## src/rtl/core/assert_macros.svh

```systemverilog
// Assertion macros shared by the RTL of the EEPROM sequencer.
// Depends on a clock named clk and an active-low reset named rst_n in scope.
`ifndef ASSERT_MACROS_SVH
`define ASSERT_MACROS_SVH

// Condition holds at every edge outside reset.
`define ASSERT_ALWAYS(lbl, cond, msg) \
    lbl: assert property (@(posedge clk) disable iff (!rst_n) (cond)) else $error(msg);

// Consequent holds in the same cycle as the antecedent.
`define ASSERT_IMPL(lbl, pre, post, msg) \
    lbl: assert property (@(posedge clk) disable iff (!rst_n) (pre) |-> (post)) else $error(msg);

// Consequent holds in the cycle after the antecedent.
`define ASSERT_NEXT(lbl, pre, post, msg) \
    lbl: assert property (@(posedge clk) disable iff (!rst_n) (pre) |=> (post)) else $error(msg);

`endif

```

## src/rtl/core/iems_pkg.sv

```systemverilog
// Types, codes and reset constants of the I2C EEPROM sequencer.
// No dependencies; imported by the sequencer top level.
package iems_pkg;

    localparam int IEMS_PAGE_DEPTH = 16;

    localparam logic [6:0] DEVICE_ADDRESS_RESET = 7'd80;
    localparam logic [4:0] PAGE_LENGTH_RESET    = 5'd5;
    localparam logic [7:0] READ_REGISTER_RESET  = 8'h77;

    // Item modes
    localparam logic [2:0] MODE_TICK       = 3'd0;
    localparam logic [2:0] MODE_BYTE_WRITE = 3'd1;
    localparam logic [2:0] MODE_PAGE_WRITE = 3'd2;
    localparam logic [2:0] MODE_READ       = 3'd3;
    localparam logic [2:0] MODE_LOAD       = 3'd4;

    // Configuration register indexes
    localparam logic CFG_DEVICE_ADDRESS = 1'b0;
    localparam logic CFG_PAGE_LENGTH    = 1'b1;

    typedef enum logic [4:0] {
        ST_IDLE     = 5'd0,
        ST_START    = 5'd1,
        ST_DEVW     = 5'd2,
        ST_ACK_DEVW = 5'd3,
        ST_ADDR     = 5'd4,
        ST_ACK_ADDR = 5'd5,
        ST_DATA     = 5'd6,
        ST_ACK_DATA = 5'd7,
        ST_RSTART   = 5'd8,
        ST_DEVR     = 5'd9,
        ST_ACK_DEVR = 5'd10,
        ST_READ     = 5'd11,
        ST_MNACK    = 5'd12,
        ST_STOP     = 5'd13
    } seq_state_t;

    // Codes match the start modes
    typedef enum logic [1:0] {
        KIND_NONE = 2'd0,
        KIND_BYTE = 2'd1,
        KIND_PAGE = 2'd2,
        KIND_READ = 2'd3
    } xfer_kind_t;

endpackage

```

## src/rtl/core/iems_ram.sv

```systemverilog
// Generic single-port-write, single-port-read RAM with registered read data.
// No dependencies.
module iems_ram #(
    parameter int WIDTH = 8,
    parameter int DEPTH = 16
) (
    input  logic                                   clk,
    input  logic                                   we,
    input  logic [((DEPTH > 1) ? $clog2(DEPTH) : 1)-1:0] waddr,
    input  logic [WIDTH-1:0]                       wdata,
    input  logic                                   re,
    input  logic [((DEPTH > 1) ? $clog2(DEPTH) : 1)-1:0] raddr,
    output logic [WIDTH-1:0]                       rdata
);

    logic [WIDTH-1:0] mem [DEPTH];
    logic [WIDTH-1:0] rdata_reg;

    always_ff @(posedge clk)
    begin
        if (we)
        begin
            mem[waddr] <= wdata;
        end
        if (re)
        begin
            rdata_reg <= mem[raddr];
        end
    end

    assign rdata = rdata_reg;

endmodule

```

## src/rtl/core/i2c_eeprom_master_sequencer.sv

```systemverilog
// Top level of the bit-level I2C EEPROM master sequencer.
// Depends on iems_pkg, iems_ram and assert_macros.svh.
//
// Each accepted item is one bus phase tick and yields exactly one registered
// result: the SCL level and SDA drive for that phase, the busy and done
// flags, the read byte and the sticky NACK flag. A transaction starts on an
// idle tick whose mode is byte write, page write or random read; every
// condition and bit slot takes four ticks. Items are taken in every cycle
// except while a result waits on a stalled output, since one output register
// separates the two sides; item_stall rises only when that register is full
// and stalled. Unless stalled, the rate is one item per clock, set by the
// single registered pass from the state registers to the result register.
// Page bytes live in a small RAM written by load items (mode 4) at any time;
// the byte of a page write is fetched when the preceding acknowledge slot
// ends and is used from the next tick on, with a bypass for a load to the
// same slot on that tick. Configuration writes are always accepted (cfg_ready
// is tied high) and must only occur while no transaction is running.
module i2c_eeprom_master_sequencer
    import iems_pkg::*;
#(
    parameter int PAGE_DEPTH = IEMS_PAGE_DEPTH
) (
    input  logic       clk,
    input  logic       rst_n,
    // configuration write channel
    input  logic       cfg_valid,
    output logic       cfg_ready,
    input  logic       cfg_index,
    input  logic [7:0] cfg_data,
    // item channel
    input  logic       item_valid,
    output logic       item_stall,
    input  logic [2:0] mode,
    input  logic [7:0] word_address,
    input  logic [7:0] write_data,
    input  logic [3:0] page_index,
    input  logic       sda_in,
    // result channel
    output logic       result_valid,
    input  logic       result_stall,
    output logic       scl_level,
    output logic       sda_release,
    output logic       busy_res,
    output logic       done_res,
    output logic       read_valid,
    output logic [7:0] rx_data,
    output logic       nack_seen
);

`include "assert_macros.svh"

    localparam int AW = (PAGE_DEPTH > 1) ? $clog2(PAGE_DEPTH) : 1;

    // configuration
    logic [6:0] dev_addr_reg;
    logic [4:0] page_len_reg;

    // sequencer state
    seq_state_t state_reg, state_next;
    xfer_kind_t kind_reg, kind_next;
    logic [1:0] phase_reg, phase_next;
    logic [3:0] bit_reg, bit_next;
    logic [4:0] byte_reg, byte_next;
    logic [7:0] shift_reg, shift_next;
    logic [7:0] laddr_reg, laddr_next;
    logic [7:0] ldata_reg, ldata_next;
    logic [7:0] rd_reg, rd_next;
    logic       nack_reg, nack_next;

    // page fetch in flight and same-slot load bypass
    logic       pend_reg, pend_next;
    logic       byp_valid_reg, byp_valid_next;
    logic [7:0] byp_data_reg;

    // result register
    logic       res_valid_reg;
    logic       scl_reg, rel_reg, busy_reg, done_reg, rvalid_reg, nackout_reg;
    logic [7:0] rdout_reg;

    // working values
    logic          accept;
    logic          start_go;
    logic          load_hit;
    seq_state_t    st;
    logic [1:0]    ph;
    logic [3:0]    bit_inc;
    logic [4:0]    byte_inc;
    logic          page_last;
    logic [7:0]    shift_eff;
    logic          scl_c, rel_c, done_c, rvalid_c;
    logic          ram_we, ram_re;
    logic [AW-1:0] ram_waddr, ram_raddr;
    logic [7:0]    ram_rdata;

    assign cfg_ready    = 1'b1;
    assign item_stall   = res_valid_reg && result_stall;
    assign accept       = item_valid && !item_stall;

    assign load_hit  = (mode == MODE_LOAD) && (page_index < PAGE_DEPTH);
    assign ram_we    = accept && load_hit;
    assign ram_waddr = AW'(page_index);

    iems_ram #(
        .WIDTH (8),
        .DEPTH (PAGE_DEPTH)
    ) u_page_ram (
        .clk   (clk),
        .we    (ram_we),
        .waddr (ram_waddr),
        .wdata (write_data),
        .re    (ram_re),
        .raddr (ram_raddr),
        .rdata (ram_rdata)
    );

    // configuration registers
    always_ff @(posedge clk or negedge rst_n)
    begin
        if (!rst_n)
        begin
            dev_addr_reg <= DEVICE_ADDRESS_RESET;
            page_len_reg <= PAGE_LENGTH_RESET;
        end
        else if (cfg_valid && cfg_ready)
        begin
            case (cfg_index)
                CFG_DEVICE_ADDRESS: dev_addr_reg <= cfg_data[6:0];
                CFG_PAGE_LENGTH:    page_len_reg <= cfg_data[4:0];
                default:            dev_addr_reg <= dev_addr_reg;
            endcase
        end
    end

    // next state and line levels for one tick
    always_comb
    begin
        start_go = (state_reg == ST_IDLE) && (mode == MODE_BYTE_WRITE ||
                   mode == MODE_PAGE_WRITE || mode == MODE_READ);

        // a start resets the counters before this tick is played out
        st        = start_go ? ST_START : state_reg;
        ph        = start_go ? 2'd0 : phase_reg;
        bit_next  = start_go ? 4'd0 : bit_reg;
        byte_next = start_go ? 5'd0 : byte_reg;
        kind_next = start_go ? xfer_kind_t'(mode[1:0]) : kind_reg;
        laddr_next = start_go ? word_address : laddr_reg;
        ldata_next = start_go ? write_data : ldata_reg;
        nack_next  = start_go ? 1'b0 : nack_reg;

        // a fetched page byte takes the place of the shift register
        if (pend_reg)
        begin
            shift_eff = byp_valid_reg ? byp_data_reg : ram_rdata;
        end
        else
        begin
            shift_eff = shift_reg;
        end

        state_next     = st;
        phase_next     = ph;
        shift_next     = shift_eff;
        rd_next        = rd_reg;
        pend_next      = 1'b0;
        byp_valid_next = 1'b0;
        ram_re         = 1'b0;
        ram_raddr      = '0;
        bit_inc        = bit_next + 4'd1;
        byte_inc       = byte_next + 5'd1;
        page_last      = (page_len_reg == 5'd0) ||
                         ((page_len_reg > PAGE_DEPTH) ? (byte_inc >= PAGE_DEPTH)
                                                      : (byte_inc >= page_len_reg));

        scl_c    = 1'b1;
        rel_c    = 1'b1;
        done_c   = 1'b0;
        rvalid_c = 1'b0;

        // line levels and sampling
        case (st)
            ST_IDLE:
            begin
                scl_c = 1'b1;
            end
            ST_START, ST_RSTART:
            begin
                scl_c = (ph == 2'd1) || (ph == 2'd2);
                rel_c = (ph <= 2'd1);
            end
            ST_STOP:
            begin
                scl_c = (ph != 2'd0);
                rel_c = (ph >= 2'd2);
                if (ph == 2'd3)
                begin
                    done_c   = 1'b1;
                    rvalid_c = (kind_next == KIND_READ);
                end
            end
            ST_DEVW, ST_ADDR, ST_DATA, ST_DEVR:
            begin
                scl_c = (ph == 2'd1) || (ph == 2'd2);
                rel_c = shift_eff[7];
            end
            ST_ACK_DEVW, ST_ACK_ADDR, ST_ACK_DATA, ST_ACK_DEVR:
            begin
                scl_c = (ph == 2'd1) || (ph == 2'd2);
                if (ph == 2'd2 && sda_in)
                begin
                    nack_next = 1'b1;
                end
            end
            ST_READ:
            begin
                scl_c = (ph == 2'd1) || (ph == 2'd2);
                if (ph == 2'd2)
                begin
                    rd_next = {rd_reg[6:0], sda_in};
                end
            end
            default:
            begin
                scl_c = (ph == 2'd1) || (ph == 2'd2);
            end
        endcase

        // advance the phase; the last phase closes the slot
        if (st != ST_IDLE)
        begin
            if (ph != 2'd3)
            begin
                phase_next = ph + 2'd1;
            end
            else
            begin
                phase_next = 2'd0;
                case (st)
                    ST_START:
                    begin
                        state_next = ST_DEVW;
                        shift_next = {dev_addr_reg, 1'b0};
                        bit_next   = 4'd0;
                    end
                    ST_DEVW, ST_ADDR, ST_DATA, ST_DEVR:
                    begin
                        shift_next = {shift_eff[6:0], 1'b0};
                        bit_next   = bit_inc;
                        if (bit_inc >= 4'd8)
                        begin
                            bit_next = 4'd0;
                            case (st)
                                ST_DEVW: state_next = ST_ACK_DEVW;
                                ST_ADDR: state_next = ST_ACK_ADDR;
                                ST_DATA: state_next = ST_ACK_DATA;
                                default: state_next = ST_ACK_DEVR;
                            endcase
                        end
                    end
                    ST_ACK_DEVW:
                    begin
                        state_next = ST_ADDR;
                        shift_next = laddr_next;
                        bit_next   = 4'd0;
                    end
                    ST_ACK_ADDR:
                    begin
                        case (kind_next)
                            KIND_READ:
                            begin
                                state_next = ST_RSTART;
                            end
                            KIND_BYTE:
                            begin
                                state_next = ST_DATA;
                                shift_next = ldata_next;
                                bit_next   = 4'd0;
                            end
                            default:
                            begin
                                // fetch the first page byte
                                state_next = ST_DATA;
                                bit_next   = 4'd0;
                                byte_next  = 5'd0;
                                ram_re     = 1'b1;
                                ram_raddr  = '0;
                                pend_next  = 1'b1;
                                byp_valid_next = load_hit && (ram_waddr == ram_raddr);
                            end
                        endcase
                    end
                    ST_ACK_DATA:
                    begin
                        if (kind_next == KIND_PAGE)
                        begin
                            byte_next = byte_inc;
                            if (page_last)
                            begin
                                state_next = ST_STOP;
                            end
                            else
                            begin
                                state_next = ST_DATA;
                                bit_next   = 4'd0;
                                ram_re     = 1'b1;
                                ram_raddr  = AW'(byte_inc);
                                pend_next  = 1'b1;
                                byp_valid_next = load_hit && (ram_waddr == ram_raddr);
                            end
                        end
                        else
                        begin
                            state_next = ST_STOP;
                        end
                    end
                    ST_RSTART:
                    begin
                        state_next = ST_DEVR;
                        shift_next = {dev_addr_reg, 1'b1};
                        bit_next   = 4'd0;
                    end
                    ST_ACK_DEVR:
                    begin
                        // clear the read register as the read byte begins
                        state_next = ST_READ;
                        bit_next   = 4'd0;
                        rd_next    = 8'd0;
                    end
                    ST_READ:
                    begin
                        bit_next = bit_inc;
                        if (bit_inc >= 4'd8)
                        begin
                            state_next = ST_MNACK;
                            bit_next   = 4'd0;
                        end
                    end
                    ST_MNACK:
                    begin
                        state_next = ST_STOP;
                    end
                    default:
                    begin
                        state_next = ST_IDLE;
                    end
                endcase
            end
        end
    end

    // sequencer registers: advance on every accepted tick
    always_ff @(posedge clk or negedge rst_n)
    begin
        if (!rst_n)
        begin
            state_reg     <= ST_IDLE;
            kind_reg      <= KIND_NONE;
            phase_reg     <= 2'd0;
            bit_reg       <= 4'd0;
            byte_reg      <= 5'd0;
            shift_reg     <= 8'd0;
            laddr_reg     <= 8'd0;
            ldata_reg     <= 8'd0;
            rd_reg        <= READ_REGISTER_RESET;
            nack_reg      <= 1'b0;
            pend_reg      <= 1'b0;
            byp_valid_reg <= 1'b0;
        end
        else if (accept)
        begin
            state_reg     <= state_next;
            kind_reg      <= kind_next;
            phase_reg     <= phase_next;
            bit_reg       <= bit_next;
            byte_reg      <= byte_next;
            shift_reg     <= shift_next;
            laddr_reg     <= laddr_next;
            ldata_reg     <= ldata_next;
            rd_reg        <= rd_next;
            nack_reg      <= nack_next;
            pend_reg      <= pend_next;
            byp_valid_reg <= byp_valid_next;
        end
    end

    // hold the load data in case it hits the slot being fetched
    always_ff @(posedge clk)
    begin
        if (accept)
        begin
            byp_data_reg <= write_data;
        end
    end

    // result register: drop the valid once the transfer is taken
    always_ff @(posedge clk or negedge rst_n)
    begin
        if (!rst_n)
        begin
            res_valid_reg <= 1'b0;
        end
        else if (accept)
        begin
            res_valid_reg <= 1'b1;
        end
        else if (!result_stall)
        begin
            res_valid_reg <= 1'b0;
        end
    end

    always_ff @(posedge clk)
    begin
        if (accept)
        begin
            scl_reg     <= scl_c;
            rel_reg     <= rel_c;
            busy_reg    <= (st != ST_IDLE);
            done_reg    <= done_c;
            rvalid_reg  <= rvalid_c;
            rdout_reg   <= rd_next;
            nackout_reg <= nack_next;
        end
    end

    assign result_valid = res_valid_reg;
    assign scl_level    = scl_reg;
    assign sda_release  = rel_reg;
    assign busy_res     = busy_reg;
    assign done_res     = done_reg;
    assign read_valid   = rvalid_reg;
    assign rx_data      = rdout_reg;
    assign nack_seen    = nackout_reg;

    `ASSERT_IMPL(a_pend_in_data, pend_reg, state_reg == ST_DATA, "fetch pending outside data")
    `ASSERT_IMPL(a_idle_phase, state_reg == ST_IDLE, phase_reg == 2'd0, "idle with phase set")
    `ASSERT_IMPL(a_rvalid_done, result_valid && read_valid, done_res && busy_res, "stray rvalid")
    `ASSERT_NEXT(a_start, accept && start_go, state_reg == ST_START && phase_reg == 2'd1, "no start")

endmodule
```

## config.mk

```make
export PLATFORM = sky130hd
export DESIGN_NAME = i2c_eeprom_master_sequencer
export DESIGN_NICKNAME = d
export VERILOG_FILES = /design/src/rtl/core/iems_pkg.sv /design/src/rtl/core/iems_ram.sv /design/src/rtl/core/i2c_eeprom_master_sequencer.sv
export VERILOG_INCLUDE_DIRS = /design/src /design/src/rtl/core
export SDC_FILE = /design/constraint.sdc
export NUM_CORES = 1
export LEC_CHECK = 0
export BUFFER_PORTS_ARGS = -buffer_cell sky130_fd_sc_hd__buf_2
export CAP_MARGIN = 0
export CORE_MARGIN = 1.5
export CORE_UTILIZATION = 50
export CTS_CLUSTER_DIAMETER = 200
export CTS_CLUSTER_SIZE = 30
export DETAILED_ROUTE_END_ITERATION = 10
export PLACE_DENSITY_LB_ADDON = 0.15
export SLEW_MARGIN = 20
export SYNTH_ARGS = -nofsm -noshare
export SYNTH_HDL_FRONTEND = slang
export SYNTH_SLANG_ARGS = --single-unit
```

## constraint.sdc

```tcl
create_clock -name clk -period 12.1 [get_ports clk]
set_clock_uncertainty 0.15 [all_clocks]
set_input_delay 1.21 -clock clk [delete_from_list [all_inputs] [get_ports clk]]
set_output_delay 1.21 -clock clk [all_outputs]
set_load 0.01 [all_outputs]
```

==> out/results.ini, run 1 <==
[floorplanning]
chipHeight_um=148
die-width_um=148
die_area_sq_mm=0.0220
core_area_sq_mm=0.0205
start_util=0.515
row_count=52
num_io_pins=55

[final_layout]
top_register=u_page_ram.mem
stdcell_area_sq_mm=0.0113
largest_reg_flops=128
seq_area_sq_mm=0.00641
multi_input_area_sq_mm=0.00388
design.final.nets=945
area.growth.synth_to_final_pct=7.35
layout-drive-gt1-share=0.164
inserted_diodes=0
fill_cells=1712

[clocking]
clk_path_buf_depth=3
root_buffer=clkbuf_16
cts_setup_buffers=0
clock_transition_time_at_the_flip_flop_clock_pins_of_the_worst_setup_and_hold_paths_ps=110
cts_inserted_buffers=11
tritoncts_num_sinks=224
hold_buffers=0
maximum_level_of_the_cts_h_tree=1
clk_latency_ps=480
cts_resized=0
cts_tree=yes

[placed_design]
number_of_buffers_added_on_ports=52
pre_cts_ws_ps=5750
gp_congestion=0.946
dpl_cell_area_sq_mm=0.0110
detailedPlacementHpwl_um=17800

[synthesis]
synth_seq_area_share=0.607
postSynthRegisterBits=224
synth_flop_cell=edfxtp_1
ys_async_sr_fraction=0.295
post_synth_main_area_contributors=edfxtp_1 45%, dfrtp_1 13%, mux2_2 4.4%
yosysUniqueCellTypes=83
synth-warning-count=0
synthMostInstantiatedCell=edfxtp_1
netlist.top_cell.by_area=edfxtp_1
synth.cells.most_frequent=158 x edfxtp_1, 95 x nand2_1, 67 x nor2_1, 56 x dfrtp_1
synth-edff-count=158
syn-cell-area_sq_mm=0.0106
synthesis.nets=915
synth_top_area_share=0.449
post_synth_inst_count=868
syn_area_per_cell_sq_um=12.2

[power_and_ir_drop]
irDropWorstVdd_v=0.000108
cellLeakagePower_nw=3.97
pwr_per_cell_area_mw_per_mm2=164
post-layout-total-power_mw=1.86

[sta]
fin_crit_sh=0.493
holdWs_ps=339
max_slew.worst_pin.slew_ps=1030
final.min_clock_period_ps=5970
timing.fmax_mhz=168
post-route-worst-setup-slack_ps=6130
max_slew_vio_count=0
hold_violations=0
setup_viol=0
max-slew-margin-rel=0.307
setup-tns-final_ps=0
grt_setup_unrepaired=false

[detailed_routing]
drt_first_pass_iters=6
drc_errors=0
detail_route.vias_per_cell=6.26
vias=7328
initialDrtViolationCount=799
wl_per_cell_um=21.9
detail-route-antenna-nets=0
wirelength_um=25700

[grt]
globalRouteOverflowTotal=0
grt_util_met2=0.392
grt-busiest-layer=met2
grt_pass1_wl_um=39900
met1_use_gr=0.322
grt_start_max_net_pins=67
antenna_violations_before_repair=0
gr_met3_demand_resource=0.0288
gr-usage-all-layers=0.236
grt_pass1_vias=7154

[critical_path]
critPathRequiredTime_ps=12150
critical_path.endpoint_type=flop
criticalPathCategory=in -> reg
cp.arrival_ps=6010
crit_path_start_kind=input pin
critPathMaxFanout=15

[run_status]
outcome=finished clean

[hold_path]
hold_path.class=reg -> reg

[run]
maxCapViolations=0

stage by stage:
stage                     instances   util
final                          1170  0.553
after global routing           1170  0.553
after CTS                      1170  0.553
after detailed placement       1155  0.538
after global placement         1155  0.537
after floorplan                 868      -
layout by cell type, fill, tap and decap left out, types with 4 or more instances in the layout:
| master | synthesis | layout |
|---|---|---|
| nor2_1 | 67 | 67 |
| nand2b_1 | 6 | 6 |
| xnor2_1 | 4 | 4 |
| a21oi_1 | 36 | 36 |
| xor2_1 | 5 | 5 |
| a21o_1 | 6 | 6 |
| inv_1 | 21 | 21 |
| a211oi_1 | 15 | 15 |
| o211ai_1 | 5 | 5 |
| o21a_1 | 9 | 9 |
| a222oi_1 | 9 | 9 |
| nor4_1 | 9 | 9 |
| ha_1 | 9 | 9 |
| buf_2 | 9 | 52 |
| nand4_1 | 4 | 4 |
| mux2_2 | 41 | 41 |
| o221ai_1 | 6 | 6 |
| dfstp_2 | 10 | 10 |
| o22ai_1 | 6 | 6 |
| edfxtp_1 | 158 | 158 |
| o21ai_0 | 41 | 41 |
| nand3_1 | 28 | 28 |
| nand2_1 | 95 | 95 |
| nor2b_1 | 7 | 7 |
| and2_1 | 6 | 6 |
| o31ai_1 | 14 | 14 |
| nor3_1 | 12 | 9 |
| nor3_2 | 1 | 4 |
| clkbuf_16 | 0 | 11 |
| a22oi_1 | 5 | 5 |
| o22a_1 | 4 | 4 |
| mux2i_1 | 36 | 36 |
| or3_1 | 9 | 9 |
| a2111oi_0 | 7 | 7 |
| buf_4 | 1 | 8 |
| and3_1 | 8 | 8 |
| dfrtp_1 | 56 | 56 |
| a31oi_1 | 7 | 7 |
| o2111ai_1 | 5 | 5 |
| a22o_1 | 4 | 4 |
cells by family (layout without fill, tap and decap cells):
group | after synthesis | in the layout | share of synthesized area
muxes | 79 | 79 | 0.0804
other | 1 | 1 | 0.000355
xor gates and xnor gates | 9 | 9 | 0.00747
adders and majority gates | 9 | 9 | 0.0107
DFF | 224 | 224 | 0.607
AOI/OAI and AO/OA | 208 | 208 | 0.142
buffers and inverters | 66 | 98 | 0.0271
and+or+nand+nor | 272 | 272 | 0.125
per-layer routing:
metal / vias up / part of all wire
met1: 3605 / 0.42
met5: - / 0
met4: 0 / 0.038
met3: 56 / 0.064
li1: 3355 / -
met2: 312 / 0.48
critical path: stages:
cell and delay, ps:
buf_2 150, nor3_1 420, nand3_1 410, nand2_2 380, inv_2 250, ha_1 350
nor3b_1 40, o21ai_0 430, a21boi_1 370, o31ai_2 760, nor2_1 340, a222oi_1 690
nand3_1 210
worst paths after layout:
| check | from | end | slack, ps | cells after the start |
|---|---|---|---|---|
| min | rd_reg[1] | rd_reg[1] | 340 | 2 |
| max | mode[2] | u_page_ram.rdata[2] | 6130 | 13 |
| min in group asynchronous | rst_n | result_valid | 730 | 2 |
| min reg2reg | rd_reg[1] | rd_reg[1] | 340 | 2 |
| max in group asynchronous | rst_n | pend_reg | 10450 | 2 |
| max reg2reg | state_reg[0] | u_page_ram.rdata[2] | 6200 | 12 |
area by class of cell:
type | count | area share
flip-flops and latches | 224 | 0.565
repair buffers | 60 | 0.0283
inverters | 23 | 0.00762
clock inverters | 1 | 0.00144
well taps | 270 | 0.0298
multi-input cells | 578 | 0.342
clock buffers | 14 | 0.0253
power breakdown:
group	switching, mW	internal, mW	total (mW)
logic	0.311	0.179	0.490
registers	0.0735	0.894	0.967
clock network	0.231	0.173	0.404
(Power assumes the default switching activity.)
==> run 2: changes to the inputs <==
ABC_AREA = 1   (was default)
clock period = 6.15 ns   (was 12.1 ns; I/O delays follow)
==> out/results.ini, run 2 <==
[power_and_ir_drop]
combinational_power_share=0.286
pwr_per_cell_area_mw_per_mm2=323
net-switching-power_mw=1.30
irDropWorstVdd_v=0.000169
power.share.sequential=0.496
cellLeakagePower_nw=5.07
p_sw_frac=0.347
pwr-share-clk=0.219
post-layout-total-power_mw=3.75
p_int_mw=2.45

[clocking]
cts_inserted_buffers=11
cts_resized=0
root_buffer=clkbuf_16
maximum_level_of_the_cts_h_tree=1
clk_path_buf_depth=3
cts_setup_buffers=0
tritoncts_num_sinks=224
cts_tree=yes
clock_transition_time_at_the_flip_flop_clock_pins_of_the_worst_setup_and_hold_paths_ps=120
hold_buffers=0
clk_latency_ps=490

[synthesis]
synth.cells.most_frequent=391 x nand2_1, 158 x edfxtp_1, 124 x inv_1, 82 x nor2_1, 76 x nand3_1
ys_async_sr_fraction=0.295
syn_area_per_cell_sq_um=9.17
synth-edff-count=158
synth_flop_cell=edfxtp_1
postSynthRegisterBits=224
yosysUniqueCellTypes=46
synthesis.nets=1222
synth-warning-count=0
syn-cell-area_sq_mm=0.0108
netlist.top_cell.by_area=edfxtp_1
synth_top_area_share=0.440
post_synth_main_area_contributors=edfxtp_1 44%, nand2_1 14%, dfrtp_1 13%
post_synth_inst_count=1175
synth_seq_area_share=0.595
synthMostInstantiatedCell=nand2_1

[critical_path]
cpMostUsedCell=nand2_1
criticalPathCategory=reg -> reg
rr_startpoint=state_reg[1]
critPathMaxFanout=36
cell_family_with_most_cp_delay=simple AND/OR/NAND/NOR gates
slowest_delay_ps=450
crit_path_start_kind=flop
critPathRequiredTime_ps=6230
critical_path.endpoint_type=flop
timing.critical_path.buf_inv=6
r2r_setup_slack_ps=1470
worst_r2r_end=u_page_ram.rdata[1]
critPathSlowestCell=dfrtp_1
worst_r2r_path_depth=25
cp.arrival_ps=4760

[detailed_routing]
detail-route-antenna-nets=0
drt_first_pass_iters=5
initialDrtViolationCount=845
detail_route.vias_per_cell=5.36
wirelength_um=26100
vias=8016
drc_errors=0
wl_per_cell_um=17.5

[final_layout]
largest_reg_flops=128
seq_area_sq_mm=0.00641
mostFrequentLayoutCells=391 x nand2_1, 158 x edfxtp_1, 123 x inv_1, 81 x nor2_1, 76 x nand3_1
fill_cells=1956
multi_input_area_sq_mm=0.00367
top_register=u_page_ram.mem
layout-drive-gt1-share=0.110
design.final.nets=1263
area.growth.synth_to_final_pct=7.92
inserted_diodes=0
layout.cells.most_common=nand2_1

[sta]
timing.fmax_mhz=213
hold_violations=0
grt_setup_unrepaired=false
fin_crit_sh=0.762
max-slew-margin-rel=0.324
setup-tns-final_ps=0
max_slew.worst_pin.slew_ps=1010
setup_viol=0
max_slew_vio_count=0
final.min_clock_period_ps=4680

[floorplanning]
start_util=0.511
die_area_sq_mm=0.0224
num_io_pins=55
die-width_um=150
chipHeight_um=150
row_count=53
core_area_sq_mm=0.0211

[run_status]
outcome=finished clean

[placed_design]
gp_congestion=0.877
detailedPlacementHpwl_um=17500
number_of_buffers_added_on_ports=52

[run]
maxCapViolations=0

[grt]
gr-usage-all-layers=0.241
antenna_violations_before_repair=0
grt_pass1_vias=7527
grt_pass1_wl_um=41400
grt_start_max_net_pins=74
globalRouteOverflowTotal=0

[hold_path]
hold_path.class=in -> async

[run 2: cell count changes after synthesis, sizes merged, moves of 15 or more]
cell    delta
nand2    +299
inv      +112
nand3     +51
o21ai     +39
mux2      -35
mux2i     -23
nor2      +22
a211oi    -16
o31ai     -15
[run 2: stage by stage]
stage	hold slack [ps]	utilization	setup WS (ps)	area [sq um]	instances
floorplan	169	-	2560	10800	1175
global placement	311	0.536	1200	11300	1478
detailed placement	321	0.537	1170	11300	1478
CTS	199	0.551	1470	11600	1495
global route	200	0.551	1050	11600	1495
finish	165	0.551	1470	11600	1495
[run 2: kinds of logic (layout without fill, tap and decap cells)]
family | after synthesis | in the layout | synth area share
other cells | 1 | 1 | 0.000348
simple gates | 600 | 600 | 0.232
buf+inv | 176 | 221 | 0.0659
compound gates | 141 | 141 | 0.0734
xor+xnor | 3 | 3 | 0.00244
mux | 21 | 21 | 0.0204
flops | 224 | 224 | 0.595
fa+ha+maj | 9 | 9 | 0.0105
[run 2: power by group through the flow]
stage | registers [mW] | logic, mW | clock network, mW
finish | 1.86 | 1.07 | 0.821
global route | 1.88 | 1.22 | 0.891
CTS | 1.86 | 1.07 | 0.837
detailed placement | 1.89 | 1.06 | 0
global placement | 1.89 | 1.05 | 0
floorplan | 1.88 | 0.772 | 0
[run 2: cell type report]
| type | count | area share |
|---|---|---|
| well taps | 275 | 0.0296 |
| repair buffers | 68 | 0.0327 |
| flip-flops and latches | 224 | 0.551 |
| multi-input cells | 775 | 0.316 |
| clock inverters | 1 | 0.00140 |
| inverters | 136 | 0.0439 |
| clock buffers | 16 | 0.0253 |
[run 2: metal layers]
layer,vias up,wire (um),global-route usage
met4,0,534,0.0603
met3,33,1840,0.0329
li1,3940,-,-
met2,263,11500,0.367
met1,3780,12300,0.365
met5,-,0,0
[run 2: worst max-delay path by stage]
stage / startpoint / end / slack, ps / depth (start not counted)
after floorplan: mode[0] / u_page_ram.rdata[2] / 2560 / 20
after global placement: mode[0] / u_page_ram.rdata[5] / 1200 / 26
after detailed placement: mode[0] / u_page_ram.rdata[7] / 1170 / 25
after CTS: state_reg[1] / u_page_ram.rdata[1] / 1470 / 26
after global routing: state_reg[1] / u_page_ram.rdata[7] / 1050 / 26
final: state_reg[1] / u_page_ram.rdata[1] / 1470 / 25
==> run 3: changes to the inputs <==
clock period = 4.9 ns   (was 6.15 ns; I/O delays follow)
==> out/results.ini, run 3 (synthesis gave the netlist of run 2 again) <==
[sta]
grt_setup_unrepaired=false
setup_viol=0
timing.fmax_mhz=247
hold_violations=0
max_slew.worst_pin.slew_ps=1040
setup-tns-final_ps=0
max-slew-margin-rel=0.303
fin_crit_sh=0.827
max_slew_vio_count=0
final.min_clock_period_ps=4050

[hold_path]
hold_path.class=in -> reg
hp-start=result_stall
worstHoldPathCells=3
holdPathEnd=result_valid

[run_status]
outcome=finished clean

[detailed_routing]
drt_first_pass_iters=5
detail_route.vias_per_cell=5.34
wl_per_cell_um=17.2
wirelength_um=25800
vias=8006
initialDrtViolationCount=667
detail-route-antenna-nets=0
drc_errors=0

[clocking]
cts_resized=0
root_buffer=clkbuf_16
cts_tree=yes
tritoncts_num_sinks=224
cts_setup_buffers=0
clk_path_buf_depth=3
maximum_level_of_the_cts_h_tree=1
clk_latency_ps=470
clock_transition_time_at_the_flip_flop_clock_pins_of_the_worst_setup_and_hold_paths_ps=110
cts_inserted_buffers=11

[placed_design]
gp_congestion=0.898
dpl_cell_area_sq_mm=0.0114
detailedPlacementHpwl_um=17500
number_of_buffers_added_on_ports=52

[final_layout]
stdcell_area_sq_mm=0.0117
inserted_diodes=0
design.final.nets=1267
layout.cells.most_common=nand2_1
area.growth.synth_to_final_pct=8.46
top_register=u_page_ram.mem
largest_reg_flops=128
layout-drive-gt1-share=0.112
mostFrequentLayoutCells=391 x nand2_1, 158 x edfxtp_1, 123 x inv_1, 81 x nor2_1, 76 x nand3_1

[grt]
grt_pass1_wl_um=40400
grt_pass1_vias=7440
gr-usage-all-layers=0.236
grt_start_max_net_pins=74
antenna_violations_before_repair=0
globalRouteOverflowTotal=0

[critical_path]
worst_r2r_end=u_page_ram.rdata[6]
rr_startpoint=state_reg[2]
critPathMaxFanout=21
crit_path_start_kind=flop
worst_r2r_path_depth=24
cp.arrival_ps=4130
criticalPathCategory=reg -> reg
critical_path.endpoint_type=flop
r2r_setup_slack_ps=850
critPathRequiredTime_ps=4980

[power_and_ir_drop]
post-layout-total-power_mw=4.71
cellLeakagePower_nw=5.10
combinational_power_share=0.288
p_int_mw=3.09
irDropWorstVdd_v=0.000223
net-switching-power_mw=1.62
power.share.sequential=0.497
pwr-share-clk=0.215
p_sw_frac=0.344
pwr_per_cell_area_mw_per_mm2=403

[floorplanning]
start_util=0.511
core_area_sq_mm=0.0211
chipHeight_um=150
die_area_sq_mm=0.0224
num_io_pins=55
die-width_um=150
row_count=53

[run]
maxCapViolations=0

[run 3: cell types whose count changed in the layout (fill, tap and decap cells not counted), sizes merged]
cell / before / now
buf: 68 / 71
dlygate4sd3: 0 / 1
[run 3: worst max path at each step]
stage                           to  cells past startpoint    startpoint  slack [ps]
2_1_floorplan  u_page_ram.rdata[2]                     20       mode[0]        1440
3_3_place_gp   u_page_ram.rdata[6]                     24       mode[0]         770
3_5_place_dp   u_page_ram.rdata[6]                     24       mode[0]         680
4_1_cts        u_page_ram.rdata[6]                     24  state_reg[2]         850
5_1_grt        u_page_ram.rdata[6]                     25  state_reg[2]         440
6_report       u_page_ram.rdata[6]                     24  state_reg[2]         850
[run 3: layout make-up]
type                            count  area [sq um]
Multi-Input combinational cell    775          3670
Sequential cell                   224          6410
Clock buffer                       16           294
Inverter                          136           510
Timing Repair Buffer               72           438
Fill cell                        1920          9410
Clock inverter                      1          16.3
Tap cell                          275           344
[run 3: stage by stage]
| stage | hold WS (ps) | setup WS, ps | util | instances |
|---|---|---|---|---|
| detailed placement | 321 | 682 | 0.539 | 1481 |
| global placement | 313 | 767 | 0.538 | 1481 |
| global route | 82.8 | 435 | 0.554 | 1499 |
| floorplan | 44.4 | 1440 | - | 1175 |
| CTS | 70.6 | 853 | 0.554 | 1499 |
| finish | 76.1 | 848 | 0.554 | 1499 |
[run 3: power by group through the flow]
stage / clock, mW / sequential, mW / combinational, mW
6_report: 1.01 / 2.34 / 1.36
5_1_grt: 1.10 / 2.36 / 1.54
4_1_cts: 1.04 / 2.34 / 1.34
3_5_place_dp: 0 / 2.38 / 1.34
3_3_place_gp: 0 / 2.37 / 1.32
2_1_floorplan: 0 / 2.36 / 0.969
[run 3: what timing repair did]
item | 4_1_cts | 5_1_grt
hold buffers | 1 | 0
endpoints found under the setup margin | 0 | 0
endpoints found under the hold margin | 28 | 0
[run 3: metal layers]
layer	up-vias	global-route usage	share of wire
li1	3964	-	-
met1	3773	0.351	0.46
met2	247	0.374	0.45
met3	22	0.0345	0.071
met4	0	0.0431	0.014
met5	-	0	0
[run 3: worst max-delay path: stages (launching register included)]
cell and delay, ps:
dfrtp_1 450, inv_2 100, nand2_1 60, nor2_2 200, nand2_4 130, nand3_2 130, inv_2 50, nand2_1 70
nand2_1 130, inv_1 180, ha_1 290, nand2_1 70, inv_1 30, o21bai_1 110, nand3_1 70, nor2_1 90
nor2_1 70, nor2_4 190, nand3_4 160, nor3_2 190, inv_1 340, nand2_1 200, nand3_1 110, nand3_1 110
nand2_1 80
